[config.mk]
export PLATFORM = sky130hd
export DESIGN_NAME = lidar_distance_frame_parser_core
export DESIGN_NICKNAME = d
export VERILOG_FILES = /design/src/rtl/core/ldfp_pkg.sv /design/src/rtl/core/ldfp_fifo.sv /design/src/rtl/core/ldfp_front.sv /design/src/rtl/core/ldfp_back.sv /design/src/rtl/core/lidar_distance_frame_parser_core.sv
export SDC_FILE = /design/constraint.sdc
export NUM_CORES = 1
export LEC_CHECK = 0
export BUFFER_PORTS_ARGS = -buffer_cell sky130_fd_sc_hd__clkbuf_2
export CAP_MARGIN = 20
export CORE_ASPECT_RATIO = 0.8
export CORE_MARGIN = 1
export CORE_UTILIZATION = 60
export CTS_BUF_LIST = sky130_fd_sc_hd__clkbuf_2
export DETAILED_ROUTE_END_ITERATION = 10
export HOLD_SLACK_MARGIN = 0.12
export PLACE_DENSITY_LB_ADDON = 0.25
export SLEW_MARGIN = 30
export SYNTH_ARGS = -nofsm -noshare
export SYNTH_HDL_FRONTEND = slang
export SYNTH_SLANG_ARGS = --single-unit
[constraint.sdc]
create_clock -name clk_i -period 12.7 [get_ports clk_i]
set_input_delay 2.54 -clock clk_i [delete_from_list [all_inputs] [get_ports clk_i]]
set_output_delay 2.54 -clock clk_i [all_outputs]
set_load 0.005 [all_outputs]
[src/rtl/core/ldfp_pkg.sv]
// ----------------------------------------------------------------------------
// ldfp_pkg
// shared types and constants for the lidar distance frame parser
// ----------------------------------------------------------------------------
package ldfp_pkg;

  // frame header byte
  localparam logic [7:0] HDR_BYTE = 8'h5C;
  // distance that the sensor reports when it sees no target
  localparam logic [15:0] NO_TARGET_MM = 16'd50000;
  // rounding offset for the mm to cm conversion
  localparam logic [16:0] ROUND_ADD = 17'd5;
  // ceil(2^19 / 10): floor(x * CM_RECIP >> 19) == x / 10 for x below 81920
  localparam logic [15:0] CM_RECIP = 16'hCCCD;
  localparam int unsigned CM_SHIFT = 19;

  // number of frame bytes held once a frame is complete up to its check byte
  localparam logic [1:0] FILL_FULL = 2'd3;

  typedef enum logic [1:0] {
    ST_NONE  = 2'd0,
    ST_GOOD  = 2'd1,
    ST_CKERR = 2'd2
  } status_e;

  // request passed from the front parser to the back end
  typedef struct packed {
    status_e     status;
    logic [15:0] dist_mm;
  } frame_req_t;

  // finished result as held in the output queue
  typedef struct packed {
    status_e     status;
    logic [15:0] dist_mm;
    logic [12:0] dist_cm;
    logic        in_range;
  } result_t;

endpackage

[src/rtl/core/ldfp_fifo.sv]
// ----------------------------------------------------------------------------
// ldfp_fifo
// small synchronous queue with full and empty flags
// ----------------------------------------------------------------------------
module ldfp_fifo #(
  parameter int unsigned Width = 8,
  parameter int unsigned Depth = 2
) (
  input  logic             clk_i,
  input  logic             rst_ni,
  input  logic             push_i,
  input  logic [Width-1:0] data_i,
  output logic             full_o,
  input  logic             pop_i,
  output logic [Width-1:0] data_o,
  output logic             empty_o
);

  localparam int unsigned PtrW = (Depth > 1) ? $clog2(Depth) : 1;
  localparam int unsigned CntW = $clog2(Depth + 1);
  localparam logic [PtrW-1:0] PtrLast = PtrW'(Depth - 1);
  localparam logic [CntW-1:0] CntFull = CntW'(Depth);

  logic [Width-1:0] mem_q [Depth];
  logic [PtrW-1:0]  wr_ptr_q, wr_ptr_d;
  logic [PtrW-1:0]  rd_ptr_q, rd_ptr_d;
  logic [CntW-1:0]  cnt_q, cnt_d;
  logic             do_push, do_pop;

  assign full_o  = (cnt_q == CntFull);
  assign empty_o = (cnt_q == '0);
  assign do_push = push_i && !full_o;
  assign do_pop  = pop_i && !empty_o;
  assign data_o  = mem_q[rd_ptr_q];

  always_comb begin
    wr_ptr_d = wr_ptr_q;
    rd_ptr_d = rd_ptr_q;
    cnt_d    = cnt_q;
    if (do_push) begin
      wr_ptr_d = (wr_ptr_q == PtrLast) ? '0 : wr_ptr_q + 1'b1;
    end
    if (do_pop) begin
      rd_ptr_d = (rd_ptr_q == PtrLast) ? '0 : rd_ptr_q + 1'b1;
    end
    if (do_push && !do_pop) begin
      cnt_d = cnt_q + 1'b1;
    end else if (do_pop && !do_push) begin
      cnt_d = cnt_q - 1'b1;
    end
  end

  always_ff @(posedge clk_i or negedge rst_ni) begin
    if (!rst_ni) begin
      wr_ptr_q <= '0;
      rd_ptr_q <= '0;
      cnt_q    <= '0;
    end else begin
      wr_ptr_q <= wr_ptr_d;
      rd_ptr_q <= rd_ptr_d;
      cnt_q    <= cnt_d;
    end
  end

  always_ff @(posedge clk_i) begin
    if (do_push) begin
      mem_q[wr_ptr_q] <= data_i;
    end
  end

endmodule

[src/rtl/core/ldfp_front.sv]
// ----------------------------------------------------------------------------
// ldfp_front
// byte-serial frame hunter: header search, byte collection, checksum
// ----------------------------------------------------------------------------
module ldfp_front (
  input  logic                clk_i,
  input  logic                rst_ni,
  input  logic                push_i,
  input  logic [7:0]          rx_byte_i,
  input  logic                req_full_i,
  output logic                req_push_o,
  output ldfp_pkg::frame_req_t req_o
);

  import ldfp_pkg::*;

  logic [1:0] fill_q, fill_d;
  logic [7:0] lo_q, lo_d;
  logic [7:0] hi_q, hi_d;
  logic [7:0] chk;
  logic [1:0] rf_fill0, rf_fill1;
  logic       take;

  assign take       = push_i && !req_full_i;
  assign req_push_o = take;
  assign chk        = ~(lo_q + hi_q);

  always_comb begin
    fill_d         = fill_q;
    lo_d           = lo_q;
    hi_d           = hi_q;
    rf_fill0       = '0;
    rf_fill1       = '0;
    req_o.status   = ST_NONE;
    req_o.dist_mm  = '0;
    if (fill_q != FILL_FULL) begin
      unique case (fill_q)
        2'd0: fill_d = (rx_byte_i == HDR_BYTE) ? 2'd1 : 2'd0;
        2'd1: begin
          lo_d   = rx_byte_i;
          fill_d = 2'd2;
        end
        default: begin
          hi_d   = rx_byte_i;
          fill_d = FILL_FULL;
        end
      endcase
    end else if (rx_byte_i == chk) begin
      req_o.status  = ST_GOOD;
      req_o.dist_mm = {hi_q, lo_q};
      fill_d        = '0;
    end else begin
      req_o.status = ST_CKERR;
      // rescan distance low, distance high and the bad check byte
      rf_fill0 = (lo_q == HDR_BYTE) ? 2'd1 : 2'd0;
      if (rf_fill0 == 2'd1) begin
        lo_d     = hi_q;
        rf_fill1 = 2'd2;
      end else begin
        rf_fill1 = (hi_q == HDR_BYTE) ? 2'd1 : 2'd0;
      end
      priority if (rf_fill1 == 2'd2) begin
        hi_d   = rx_byte_i;
        fill_d = FILL_FULL;
      end else if (rf_fill1 == 2'd1) begin
        lo_d   = rx_byte_i;
        fill_d = 2'd2;
      end else begin
        fill_d = (rx_byte_i == HDR_BYTE) ? 2'd1 : 2'd0;
      end
    end
  end

  always_ff @(posedge clk_i or negedge rst_ni) begin
    if (!rst_ni) begin
      fill_q <= '0;
    end else if (take) begin
      fill_q <= fill_d;
    end
  end

  always_ff @(posedge clk_i) begin
    if (take) begin
      lo_q <= lo_d;
      hi_q <= hi_d;
    end
  end

endmodule

[src/rtl/core/ldfp_back.sv]
// ----------------------------------------------------------------------------
// ldfp_back
// result builder: cm conversion by reciprocal multiply and range check
// ----------------------------------------------------------------------------
module ldfp_back (
  input  logic                 req_empty_i,
  input  ldfp_pkg::frame_req_t req_i,
  output logic                 req_pop_o,
  input  logic                 res_full_i,
  output logic                 res_push_o,
  output ldfp_pkg::result_t    res_o
);

  import ldfp_pkg::*;

  logic [16:0] rounded;
  logic [32:0] prod;

  assign req_pop_o  = !req_empty_i && !res_full_i;
  assign res_push_o = req_pop_o;

  assign rounded = {1'b0, req_i.dist_mm} + ROUND_ADD;
  assign prod    = rounded * CM_RECIP;

  always_comb begin
    res_o.status   = req_i.status;
    res_o.dist_mm  = '0;
    res_o.dist_cm  = '0;
    res_o.in_range = 1'b0;
    if (req_i.status == ST_GOOD) begin
      res_o.dist_mm  = req_i.dist_mm;
      res_o.dist_cm  = prod[CM_SHIFT +: 13];
      res_o.in_range = (req_i.dist_mm != '0) && (req_i.dist_mm != NO_TARGET_MM);
    end
  end

endmodule

[src/rtl/core/lidar_distance_frame_parser_core.sv]
// ----------------------------------------------------------------------------
// lidar_distance_frame_parser_core
// parses 4-byte distance frames (header, low, high, check) from a byte stream
// ----------------------------------------------------------------------------
// usage
//   input side is a queue write port: drive rx_byte_i and raise push while
//   full is low; one byte is taken per such edge
//   output side is a queue read port: while empty is low the oldest result
//   sits on status_o, dist_mm_o, dist_cm_o and in_range_o; raise pop to take it
//   every byte produces exactly one result (no frame, good frame or checksum
//   error); on a checksum error the three bytes after the bad header are
//   rescanned inside the same cycle, so a frame starting there is kept
// timing
//   one byte per cycle sustained while full is low; the front parser writes
//   the request queue at the edge that takes the byte, and the back end moves
//   it from there to the result queue whenever the result queue is not full
//   the back end does the cm conversion with one 17x16 multiply per result
// reset and stalls
//   rst_ni clears the parser fill count and both queues; held frame bytes are
//   not cleared and are never read before being written
//   if the reader stops popping the result queue fills, then the request
//   queue, and full rises; nothing is dropped
// ----------------------------------------------------------------------------
module lidar_distance_frame_parser_core #(
  parameter int unsigned REQ_DEPTH = 2,
  parameter int unsigned RES_DEPTH = 2
) (
  input  logic        clk_i,
  input  logic        rst_ni,
  // byte input queue port
  input  logic        push,
  output logic        full,
  input  logic [7:0]  rx_byte_i,
  // result queue port
  output logic        empty,
  input  logic        pop,
  output logic [1:0]  status_o,
  output logic [15:0] dist_mm_o,
  output logic [12:0] dist_cm_o,
  output logic        in_range_o
);

  import ldfp_pkg::*;

  // front to request queue
  logic       fr_push;
  frame_req_t fr_req;
  logic       req_full;
  // request queue to back end
  logic       req_empty;
  logic       req_pop;
  frame_req_t req_head;
  // back end to result queue
  logic       res_full;
  logic       res_push;
  result_t    res_in;
  result_t    res_head;

  // input is stalled only by a full request queue
  assign full = req_full;

  // header hunt, byte collection and checksum, one byte per cycle while not full
  ldfp_front u_front (
    .clk_i      (clk_i),
    .rst_ni     (rst_ni),
    .push_i     (push),
    .rx_byte_i  (rx_byte_i),
    .req_full_i (req_full),
    .req_push_o (fr_push),
    .req_o      (fr_req)
  );

  // decouples the parser from the result builder
  ldfp_fifo #(
    .Width ($bits(frame_req_t)),
    .Depth (REQ_DEPTH)
  ) u_req_fifo (
    .clk_i   (clk_i),
    .rst_ni  (rst_ni),
    .push_i  (fr_push),
    .data_i  (fr_req),
    .full_o  (req_full),
    .pop_i   (req_pop),
    .data_o  (req_head),
    .empty_o (req_empty)
  );

  // cm conversion and range flag
  ldfp_back u_back (
    .req_empty_i (req_empty),
    .req_i       (req_head),
    .req_pop_o   (req_pop),
    .res_full_i  (res_full),
    .res_push_o  (res_push),
    .res_o       (res_in)
  );

  // finished results waiting for the reader
  ldfp_fifo #(
    .Width ($bits(result_t)),
    .Depth (RES_DEPTH)
  ) u_res_fifo (
    .clk_i   (clk_i),
    .rst_ni  (rst_ni),
    .push_i  (res_push),
    .data_i  (res_in),
    .full_o  (res_full),
    .pop_i   (pop),
    .data_o  (res_head),
    .empty_o (empty)
  );

  assign status_o   = res_head.status;
  assign dist_mm_o  = res_head.dist_mm;
  assign dist_cm_o  = res_head.dist_cm;
  assign in_range_o = res_head.in_range;

endmodule

==> results of run 1 <==
flip-flops by register name, summed over array words and instances, names as in the netlist:
name and count:
u_res_fifo.cnt_q 2, u_req_fifo.mem_q 36, u_req_fifo.cnt_q 2, u_front.fill_q 2, u_res_fifo.wr_ptr_q 1, u_req_fifo.rd_ptr_q 1
u_req_fifo.wr_ptr_q 1, u_res_fifo.rd_ptr_q 1, u_front.lo_q 8, u_res_fifo.mem_q 64, u_front.hi_q 8
logic make-up after synthesis:
| logic type | count (synthesis) | synth area share (%) |
|---|---|---|
| flip-flops | 126 | 34.0 |
| adder cells (fa/ha/maj) | 224 | 31.4 |
| multiplexers | 54 | 5.43 |
| buffers and inverters | 204 | 7.13 |
| AO/OA/AOI/OAI | 133 | 7.76 |
| XOR/XNOR | 64 | 5.31 |
| AND/OR/NAND/NOR | 183 | 9.03 |
worst max-delay path: stages, from the launching register on:
cell	delay, ns
dfrtp_1	0.38
buf_4	0.37
mux2i_1	0.66
inv_1	0.16
ha_1	0.29
inv_1	0.07
a21o_1	0.15
or2_4	0.17
nor3_4	0.06
xnor2_1	0.56
ha_1	0.28
inv_1	0.11
fa_1	0.55
inv_1	0.06
fa_1	0.54
fa_1	0.53
fa_1	0.54
inv_1	0.05
fa_1	0.53
inv_1	0.04
ha_1	0.36
or3_1	0.39
o211ai_1	0.12
a21oi_1	0.19
nor4_1	0.50
nor3_1	0.10
nor3b_1	0.33
final cells by class:
class	instances	area share [%]
inverter	190	6.06
multi-input combinational	658	55.1
clock buffer	18	0.765
timing repair buffer	53	2.42
clock inverter	14	1.54
tap	225	2.39
sequential	126	31.7
metrics by stage:
step           std cells  hold WS, ns  cell area, um^2  setup slack (ns)  utilization [%]
6_report            1284        0.531            11800              4.40             66.7
3_5_place_dp        1252        0.505            11500              4.38             65.1
4_1_cts             1284        0.532            11800              4.37             66.6
5_1_grt             1284        0.561            11800              3.90             66.7
3_3_place_gp        1252        0.481            11500              4.66             65.1
2_1_floorplan        988        0.460            11000              5.44                -
cell usage in the layout (no fill, tap or decap), types with 19 or more instances in the layout:
cell / count
nand2_1: 33
clkbuf_2: 63
xnor2_1: 35
xor2_1: 26
nor2_1: 53
ha_1: 138
a21oi_1: 44
and2_1: 19
mux2_2: 35
inv_1: 189
edfxtp_1: 116
fa_1: 86
how the worst max path moves through the flow:
stage | from | endpoint | cells past startpoint
6_report | u_req_fifo.rd_ptr_q$_DFFE_PN0P_ | u_res_fifo.mem_q[0][10]$_DFFE_PP_ | 26
5_1_grt | u_req_fifo.rd_ptr_q$_DFFE_PN0P_ | u_res_fifo.mem_q[1][10]$_DFFE_PP_ | 26
4_1_cts | u_req_fifo.rd_ptr_q$_DFFE_PN0P_ | u_res_fifo.mem_q[0][10]$_DFFE_PP_ | 26
3_5_place_dp | u_req_fifo.rd_ptr_q$_DFFE_PN0P_ | u_res_fifo.mem_q[0][10]$_DFFE_PP_ | 26
3_3_place_gp | u_req_fifo.rd_ptr_q$_DFFE_PN0P_ | u_res_fifo.mem_q[0][10]$_DFFE_PP_ | 26
2_1_floorplan | u_req_fifo.rd_ptr_q$_DFFE_PN0P_ | u_res_fifo.mem_q[0][12]$_DFFE_PP_ | 28
routing by layer:
layer,GRT usage (%),share of wire (%),vias to the layer above
met1,41.6,50,3576
met3,5.71,6.9,19
met4,4.04,0.82,0
li1,-,-,3492
met2,41.8,42,240
met5,0,0,-
==> metrics.yaml, run 1 <==
outcome:
  outcome: "finished clean"
yosys:
  ys_seq_area_share_pct: 34.0
  netlist_area_um2: 11000
  postSynthAreaPerCell_um2: 11.1
  synth_cell_types: 73
  ys_ff_latch: 126
  synthArstFlopShare_pct: 7.94
  netlist.top_cell.by_area: "edfxtp_1"
  ys.flop_type: "edfxtp_1"
  synth_most_common_cell: "inv_1"
  synth_edf_count: 116
  yosys_warnings: 0
  yosysTopAreaCellShare_pct: 31.7
  postSynthCellCount: 988
  synthTopCellsByCount: "inv_1, ha_1, edfxtp_1"
  synthTopCellsByArea: "edfxtp_1, ha_1, fa_1"
  synth_nets: 1224
worst_hold_path:
  hold_path.startpoint: "u_res_fifo.wr_ptr_q$_DFFE_PN0P_"
  min_path_cells: 1
  min_path_type: "flop to flop"
  min_to: "u_res_fifo.wr_ptr_q$_DFFE_PN0P_"
floorplan:
  core_um2: 17600
  num_rows: 43
  fp.dieArea_um2: 18900
  die-width_um: 153
  start_util_pct: 62.3
  die_h_um: 123
  num_io_pins: 46
clock_tree:
  cts_max_level: 4
  cts_tree: "built"
  clock_tree.buffer_depth: 2
  insertion_delay_ns: 0.67
  path_clk_slew_ns: 0.21
  cts_root_buf: "clkbuf_2"
  cts.sinks: 126
  post_cts_buffers: 0
  post_cts_resized: 0
  numCtsBuffers: 17
  cts_hold_buffers: 0
sta:
  setup_tns_ns: 0
  tightestPinTransition_ns: 0.845
  fin_crit_sh_pct: 65.4
  post-route-min-period_ns: 8.30
  finClkSkew_ns: 0.0365
  finalSetupViolCount: 0
  relSlewSlack_pct: 42.0
  drv_slew: 0
  rsz0062_at_grt: "false"
  hold_violations: 0
  timing.fmax_mhz: 120
critical_path:
  r2r-end: "u_res_fifo.mem_q[0][10]$_DFFE_PP_"
  cp.required_ns: 13.18
  cp-end-kind: "flop"
  crit_type: "flop to flop"
  critPathLaunchType: "flop"
  r2r_cells: 26
  cp_max_fo: 31
  crit_arrival_ns: 8.78
  r2r_slack_ns: 4.40
  timing.rr.start: "u_req_fifo.rd_ptr_q$_DFFE_PN0P_"
layout:
  fill_cells: 1323
  num_antenna_cells: 0
  fin_nets: 1282
  drive_gt1_share_pct: 13.7
  area_growth_syn_to_layout_pct: 7.10
  seqCellArea_um2: 3730
  multi_input_area_um2: 6490
routing:
  routedWlPerCell_um: 19.0
  firstDrtPassIters: 5
  drtIter0Drc: 548
  vias: 7327
  wl_um: 24500
  drt.antenna.violating_nets: 0
  drc: 0
  via_per_inst: 5.71
placed_design:
  dp_hpwl_um: 20100
  io_buffers: 45
  globalplace.congestion: 0.953
global_routing:
  grt_pass1_vias: 7408
  grt_pass1_wl_um: 39100
  gr-total-overflow: 0
  grt_max_degree: 34
  grt_antenna_before_repair: 0
  track_usage_pct: 27.6
flow_run:
  maxCapViolations: 0
Power of run 1 is not shown: default switching activity piles up to over one toggle a cycle in this logic, so the estimate is an artifact.
==> inputs of run 2 (changes only) <==
ABC_AREA = 1   (was unset)
clock period = 7.8 ns   (was 12.7 ns; I/O delays follow)
==> run 2 against run 1 <==
  * Non-clock buffer count increased by 1
  * Routed wire length increased by 9.2%
  * Utilization decreased by 0.12 points
  * Setup slack got worse by 3.9 ns
  * Die area increased by 4.7%
  * Clock skew decreased by 0.0016 ns
  * Highest routed layer unchanged
  * Flip-flop and latch count unchanged
==> metrics.yaml, run 2 <==
layout:
  seqCellArea_um2: 3730  # unchanged
  fin_nets: 1615  # was 1282
  final_cell_mix: "inv_1, nand2_1, ha_1"  # was inv_1, ha_1, edfxtp_1
  area_growth_syn_to_layout_pct: 6.65  # was 7.10%
  mostFrequentLayoutCell: "inv_1"  # unchanged
  multi_input_area_um2: 6560  # was 6490 um^2
  regMostFlops: "u_res_fifo.mem_q"  # unchanged
  fill_cells: 1486  # was 1323
  largest_reg_flops: 64  # unchanged
  drive_gt1_share_pct: 8.91  # was 13.7%
  final_util_pct: 66.6  # was 66.7%
  reg.largest.list: "u_res_fifo.mem_q x64, u_req_fifo.mem_q x36"  # unchanged
clock_tree:
  path_clk_slew_ns: 0.19  # was 0.21 ns
  insertion_delay_ns: 0.70  # was 0.67 ns
  cts_hold_buffers: 0  # unchanged
  post_cts_buffers: 0  # unchanged
  clock_tree.buffer_depth: 2  # unchanged
  cts_max_level: 4  # unchanged
  cts_tree: "built"  # unchanged
  cts_root_buf: "clkbuf_2"  # unchanged
  post_cts_resized: 0  # unchanged
  cts.sinks: 126  # unchanged
  numCtsBuffers: 17  # unchanged
placed_design:
  io_buffers: 45  # unchanged
  globalplace.congestion: 0.984  # was 0.953
  dp_slack_ns: 0.573  # was 4.38 ns
  dp_hpwl_um: 22000  # was 20100 um
floorplan:
  die_h_um: 126  # was 123 um
  start_util_pct: 62.4  # was 62.3%
  die-width_um: 157  # was 153 um
  num_io_pins: 46  # unchanged
  num_rows: 44  # was 43
  core_um2: 18400  # was 17600 um^2
  fp.dieArea_um2: 19800  # was 18900 um^2
sta:
  relSlewSlack_pct: 48.1  # was 42.0%
  finClkSkew_ns: 0.0349  # was 0.0365 ns
  finalSetupViolCount: 0  # unchanged
  fin_crit_sh_pct: 93.9  # was 65.4%
  timing.fmax_mhz: 136  # was 120 MHz
  drv_slew: 0  # unchanged
  post-route-min-period_ns: 7.33  # was 8.30 ns
  setup_tns_ns: 0  # unchanged
  fin_ws_ns: 0.473  # was 4.40 ns
  tightestPinTransition_ns: 0.778  # was 0.845 ns
  hold_violations: 0  # unchanged
  rsz0062_at_grt: "false"  # unchanged
routing:
  routedWlPerCell_um: 16.2  # was 19.0 um
  via_per_inst: 5.30  # was 5.71
  drtIter0Drc: 925  # was 548
  wl_um: 26700  # was 24500 um
  vias: 8728  # was 7327
  firstDrtPassIters: 8  # was 5
  drc: 0  # unchanged
  drt.antenna.violating_nets: 0  # unchanged
yosys:
  yosys_warnings: 0  # unchanged
  synth_nets: 1556  # was 1224
  synthTopCellsByCount: "inv_1, nand2_1, ha_1"  # was inv_1, ha_1, edfxtp_1
  ys_seq_area_share_pct: 32.4  # was 34.0%
  synthTopCellsByArea: "edfxtp_1, ha_1, fa_1"  # unchanged
  synth_edf_count: 116  # unchanged
  netlist.top_cell.by_area: "edfxtp_1"  # unchanged
  synth_most_common_cell: "inv_1"  # unchanged
  netlist_area_um2: 11500  # was 11000 um^2
  ys.flop_type: "edfxtp_1"  # unchanged
  ys_ff_latch: 126  # unchanged
  postSynthCellCount: 1320  # was 988
  synth_cell_types: 44  # was 73
  yosysTopAreaCellShare_pct: 30.3  # was 31.7%
  synthArstFlopShare_pct: 7.94  # unchanged
  postSynthAreaPerCell_um2: 8.72  # was 11.1 um^2
global_routing:
  grt_pass1_wl_um: 42500  # was 39100 um
  met1_usage_pct: 43.8  # was 41.6%
  use_met3_pct: 7.05  # was 5.71%
  track_usage_pct: 28.5  # was 27.6%
  grt_antenna_before_repair: 1  # was 0
  grt_pass1_vias: 8172  # was 7408
  grtUsageMet2_pct: 40.0  # was 41.8%
  grt_max_degree: 34  # unchanged
  top_usage_layer: "met1"  # was met2
  gr-total-overflow: 0  # unchanged
worst_hold_path:
  hold_path.startpoint: "u_req_fifo.wr_ptr_q$_DFFE_PN0P_"  # was u_res_fifo.wr_ptr_q$_DFFE_PN0P_
  min_path_cells: 2  # was 1
  min_path_type: "flop to flop"  # unchanged
flow_run:
  maxCapViolations: 0  # unchanged
critical_path:
  critPathLaunchType: "flop"  # unchanged
  crit_buf_inv: 8  # was 7
  cp.required_ns: 8.26  # was 13.18 ns
  max_stage_delay_ns: 0.89  # was 0.66 ns
  timing.rr.start: "u_req_fifo.rd_ptr_q$_DFFE_PN0P_"  # unchanged
  crit_path_start: "u_req_fifo.rd_ptr_q$_DFFE_PN0P_"  # unchanged
  crit_cells: 28  # was 26
  crit_arrival_ns: 7.79  # was 8.78 ns
  cp_common_cell: "inv_1"  # unchanged
  cpMaxStageDelayCell: "dfrtp_1"  # was mux2i_1
  cp-end-kind: "flop"  # unchanged
  cp_max_fo: 19  # was 31
  crit_type: "flop to flop"  # unchanged
  crit_family: "adder cells"  # unchanged
  r2r_cells: 28  # was 26
outcome:
  outcome: "finished clean"  # unchanged
==> run 2: changes by cell type after synthesis, moves of 9 or more <==
cell / delta
a21o_1: -13
mux2i_1: -14
o21ai_0: +14
nor2_1: +55
nand3_1: +31
inv_1: +105
mux2_2: -35
nand2_2: +9
nand2_1: +252
xnor2_1: -24
and2_1: -18
==> run 2: layout make-up <==
cell class              count  share of cell area, %
repair buffers             54                   2.38
inverters                 303                   9.32
clock buffers              17                  0.693
clock inverters            15                   1.22
multi-input cells         877                   53.4
flip-flops and latches    126                   30.4
well taps                 253                   2.58
diodes                      1                 0.0204
==> run 2: layer usage <==
layer	up-vias	share of wire (%)	wire length [um]
met5	-	0	0
met4	0	1.4	363
met3	39	9.8	2610
met2	379	41	11000
met1	4021	48	12800
li1	4289	-	-
==> run 2: final timing paths <==
path | to | slack, ns
hold reg to reg | u_req_fifo.wr_ptr_q$_DFFE_PN0P_ | 0.56
setup / recovery | u_res_fifo.mem_q[0][1]$_DFFE_PP_ | 0.47
setup reg to reg | u_res_fifo.mem_q[0][1]$_DFFE_PP_ | 0.47
min in group asynchronous | u_res_fifo.rd_ptr_q$_DFFE_PN0P_ | 0.70
max in group asynchronous | u_front.fill_q[1]$_DFFE_PN0P_ | 6.84
hold / removal | u_req_fifo.wr_ptr_q$_DFFE_PN0P_ | 0.56
==> run 2: through the flow <==
stage	hold WS [ns]	std cells	instance area [um^2]
floorplan	0.487	1320	11500
global placement	0.505	1613	12000
detailed placement	0.524	1613	12000
CTS	0.564	1645	12300
global route	0.621	1646	12300
finish	0.560	1646	12300
==> run 2: worst register-to-register path, delay by kind of cell, from the launching register on <==
family / cells / cell delay (ns)
adders and majority gates: 8 / 3.55
DFF: 1 / 0.89
buffers and inverters: 8 / 0.79
AOI/OAI and AO/OA: 3 / 0.69
and+or+nand+nor: 8 / 0.69
xor gates and xnor gates: 1 / 0.49
==> run 2: cell families after synthesis <==
group,after synthesis,synth area share (%)
DFF,126,32.4
and+or+nand+nor,503,18.5
buffers and inverters,317,10.7
muxes,1,0.0869
AOI/OAI and AO/OA,116,5.74
xor gates and xnor gates,33,2.58
adders and majority gates,224,29.9
Power of run 2 is left out for the same reason.
==> inputs of run 3 (changes only) <==
CTS_CLUSTER_DIAMETER = 50   (was unset)
RECOVER_POWER = 100   (was unset)
==> run 3 against run 2 <==
  * The run now ends with capacitance limit, slew limit left
  * First-iteration DRC count fell by 0.54%
  * Via count fell by 0.25%
  * Final cell count did not move
  * Sequential share of layout area rose by 0.17 points
  * Design area fell by 0.57%
  * Setup slack improved by 0.036 ns
  * Register-to-register slack improved by 0.04 ns
  * Clock-buffer cell count did not move
  * Maximum frequency rose by 0.49%
  * Clock skew rose by 0.0022 ns
  * Routed wire length did not move
  * Critical endpoint is now u_res_fifo.mem_q[0][11]$_DFFE_PP_
  * Largest cell class unchanged
==> metrics.yaml, run 3 (synthesized netlist as in run 2, its figures left out) <==
clock_tree:
  numCtsBuffers: 17  # unchanged
  clock_tree.buffer_depth: 2  # unchanged
  post_cts_buffers: 0  # unchanged
  path_clk_slew_ns: 0.21  # was 0.19 ns
  insertion_delay_ns: 0.68  # was 0.70 ns
  cts_max_level: 4  # unchanged
  post_cts_resized: 0  # unchanged
  cts.sinks: 126  # unchanged
  cts_tree: "built"  # unchanged
  cts_hold_buffers: 0  # unchanged
  cts_root_buf: "clkbuf_2"  # unchanged
floorplan:
  fp.dieArea_um2: 19800  # unchanged
  start_util_pct: 62.4  # unchanged
  die-width_um: 157  # unchanged
  num_rows: 44  # unchanged
  die_h_um: 126  # unchanged
  num_io_pins: 46  # unchanged
  core_um2: 18400  # unchanged
routing:
  drc: 0  # unchanged
  drt.antenna.violating_nets: 0  # unchanged
  firstDrtPassIters: 5  # was 8
  via_per_inst: 5.29  # was 5.30
  wl_um: 26700  # unchanged
  routedWlPerCell_um: 16.2  # unchanged
  vias: 8706  # was 8728
  drtIter0Drc: 920  # was 925
global_routing:
  grt_pass1_vias: 8172  # unchanged
  grt_max_degree: 34  # unchanged
  track_usage_pct: 28.5  # unchanged
  grt_antenna_before_repair: 1  # unchanged
  grt_pass1_wl_um: 42500  # unchanged
  gr-total-overflow: 0  # unchanged
layout:
  fin_nets: 1615  # unchanged
  reg.largest.list: "u_res_fifo.mem_q x64, u_req_fifo.mem_q x36"  # unchanged
  drive_gt1_share_pct: 5.60  # was 8.91%
  largest_reg_flops: 64  # unchanged
  final_util_pct: 66.2  # was 66.6%
  fill_cells: 1520  # was 1486
  mostFrequentLayoutCell: "inv_1"  # unchanged
  seqCellArea_um2: 3730  # unchanged
  multi_input_area_um2: 6550  # was 6560 um^2
  regMostFlops: "u_res_fifo.mem_q"  # unchanged
  area_growth_syn_to_layout_pct: 6.04  # was 6.65%
  final_cell_mix: "inv_1, nand2_1, ha_1"  # unchanged
critical_path:
  cp_common_cell: "inv_1"  # unchanged
  crit_arrival_ns: 7.75  # was 7.79 ns
  cpMaxStageDelayCell: "dfrtp_1"  # unchanged
  cp_max_fo: 19  # unchanged
  cp-end-kind: "flop"  # unchanged
  critPathLaunchType: "flop"  # unchanged
  max_stage_delay_ns: 0.88  # was 0.89 ns
  cp.required_ns: 8.26  # about the same
  crit_type: "flop to flop"  # unchanged
placed_design:
  globalplace.congestion: 0.984  # unchanged
  io_buffers: 45  # unchanged
  dp_hpwl_um: 22000  # unchanged
sta:
  tightestPinTransition_ns: 1.79  # was 0.778 ns
  relSlewSlack_pct: -19.3  # was 48.1%
  drv_slew: 66  # was 0
  finClkSkew_ns: 0.0371  # was 0.0349 ns
  fin_crit_sh_pct: 93.5  # was 93.9%
  hold_violations: 0  # unchanged
  setup_tns_ns: 0  # unchanged
  timing.fmax_mhz: 137  # was 136 MHz
  post-route-min-period_ns: 7.29  # was 7.33 ns
  fin_hold_ws_ns: 0.559  # was 0.560 ns
  rsz0062_at_grt: "false"  # unchanged
  finalSetupViolCount: 0  # unchanged
outcome:
  violations: "capacitance limit, slew limit"
  outcome: "finished with violations"  # was finished clean
worst_hold_path:
  min_path_type: "flop to flop"  # unchanged
flow_run:
  maxCapViolations: 2  # was 0
[run 3: changes by cell type in the layout (fill, tap and decap cells not counted), moves of 2 or more]
| cell | delta |
|---|---|
| inv_2 | -2 |
| buf_4 | -5 |
| inv_1 | +2 |
| clkbuf_2 | -37 |
| buf_1 | +2 |
| clkbuf_1 | +40 |
[run 3: path summary, 6_finish.rpt]
check	startpoint	endpoint	slack, ns	depth (start not counted)
max	u_req_fifo.rd_ptr_q$_DFFE_PN0P_	u_res_fifo.mem_q[0][11]$_DFFE_PP_	0.51	28
min	u_req_fifo.wr_ptr_q$_DFFE_PN0P_	u_req_fifo.wr_ptr_q$_DFFE_PN0P_	0.56	2
max reg2reg	u_req_fifo.rd_ptr_q$_DFFE_PN0P_	u_res_fifo.mem_q[0][11]$_DFFE_PP_	0.51	28
min reg2reg	u_req_fifo.wr_ptr_q$_DFFE_PN0P_	u_req_fifo.wr_ptr_q$_DFFE_PN0P_	0.56	2
max in group asynchronous	rst_ni	u_front.fill_q[1]$_DFFE_PN0P_	6.53	1
min in group asynchronous	rst_ni	u_res_fifo.rd_ptr_q$_DFFE_PN0P_	0.84	1
[run 3: critical path, delay by kind of cell, from the launching register on]
| kind | cells | cell delay (ns) |
|---|---|---|
| buffers and inverters | 7 | 0.72 |
| AND/OR/NAND/NOR | 7 | 0.59 |
| flip-flops | 1 | 0.88 |
| XOR/XNOR | 2 | 0.69 |
| adder cells (fa/ha/maj) | 8 | 3.39 |
| AO/OA/AOI/OAI | 4 | 0.83 |
[run 3: metrics by stage]
stage | setup slack [ns] | cell area (um^2) | cells
after global routing | 0.0402 | 12200 | 1646
after detailed placement | 0.573 | 12000 | 1613
after CTS | 0.600 | 12300 | 1645
after floorplan | 1.70 | 11500 | 1320
after global placement | 0.706 | 12000 | 1613
final | 0.509 | 12200 | 1646
[run 3: layout make-up]
| cell class | instances | share of cell area [%] |
|---|---|---|
| multi-input combinational | 877 | 53.6 |
| sequential | 126 | 30.6 |
| inverter | 303 | 9.38 |
| tap | 253 | 2.59 |
| timing repair buffer | 54 | 1.86 |
| clock inverter | 15 | 1.23 |
| clock buffer | 17 | 0.697 |
| antenna | 1 | 0.0205 |
[run 3: per-layer routing]
metal  share of wire, %  track usage (%)
met1                 49             43.8
met2                 41             40.0
met3                8.9             7.05
met4                1.3             6.86
met5                  0                0
Power of run 3 is left out for the same reason.
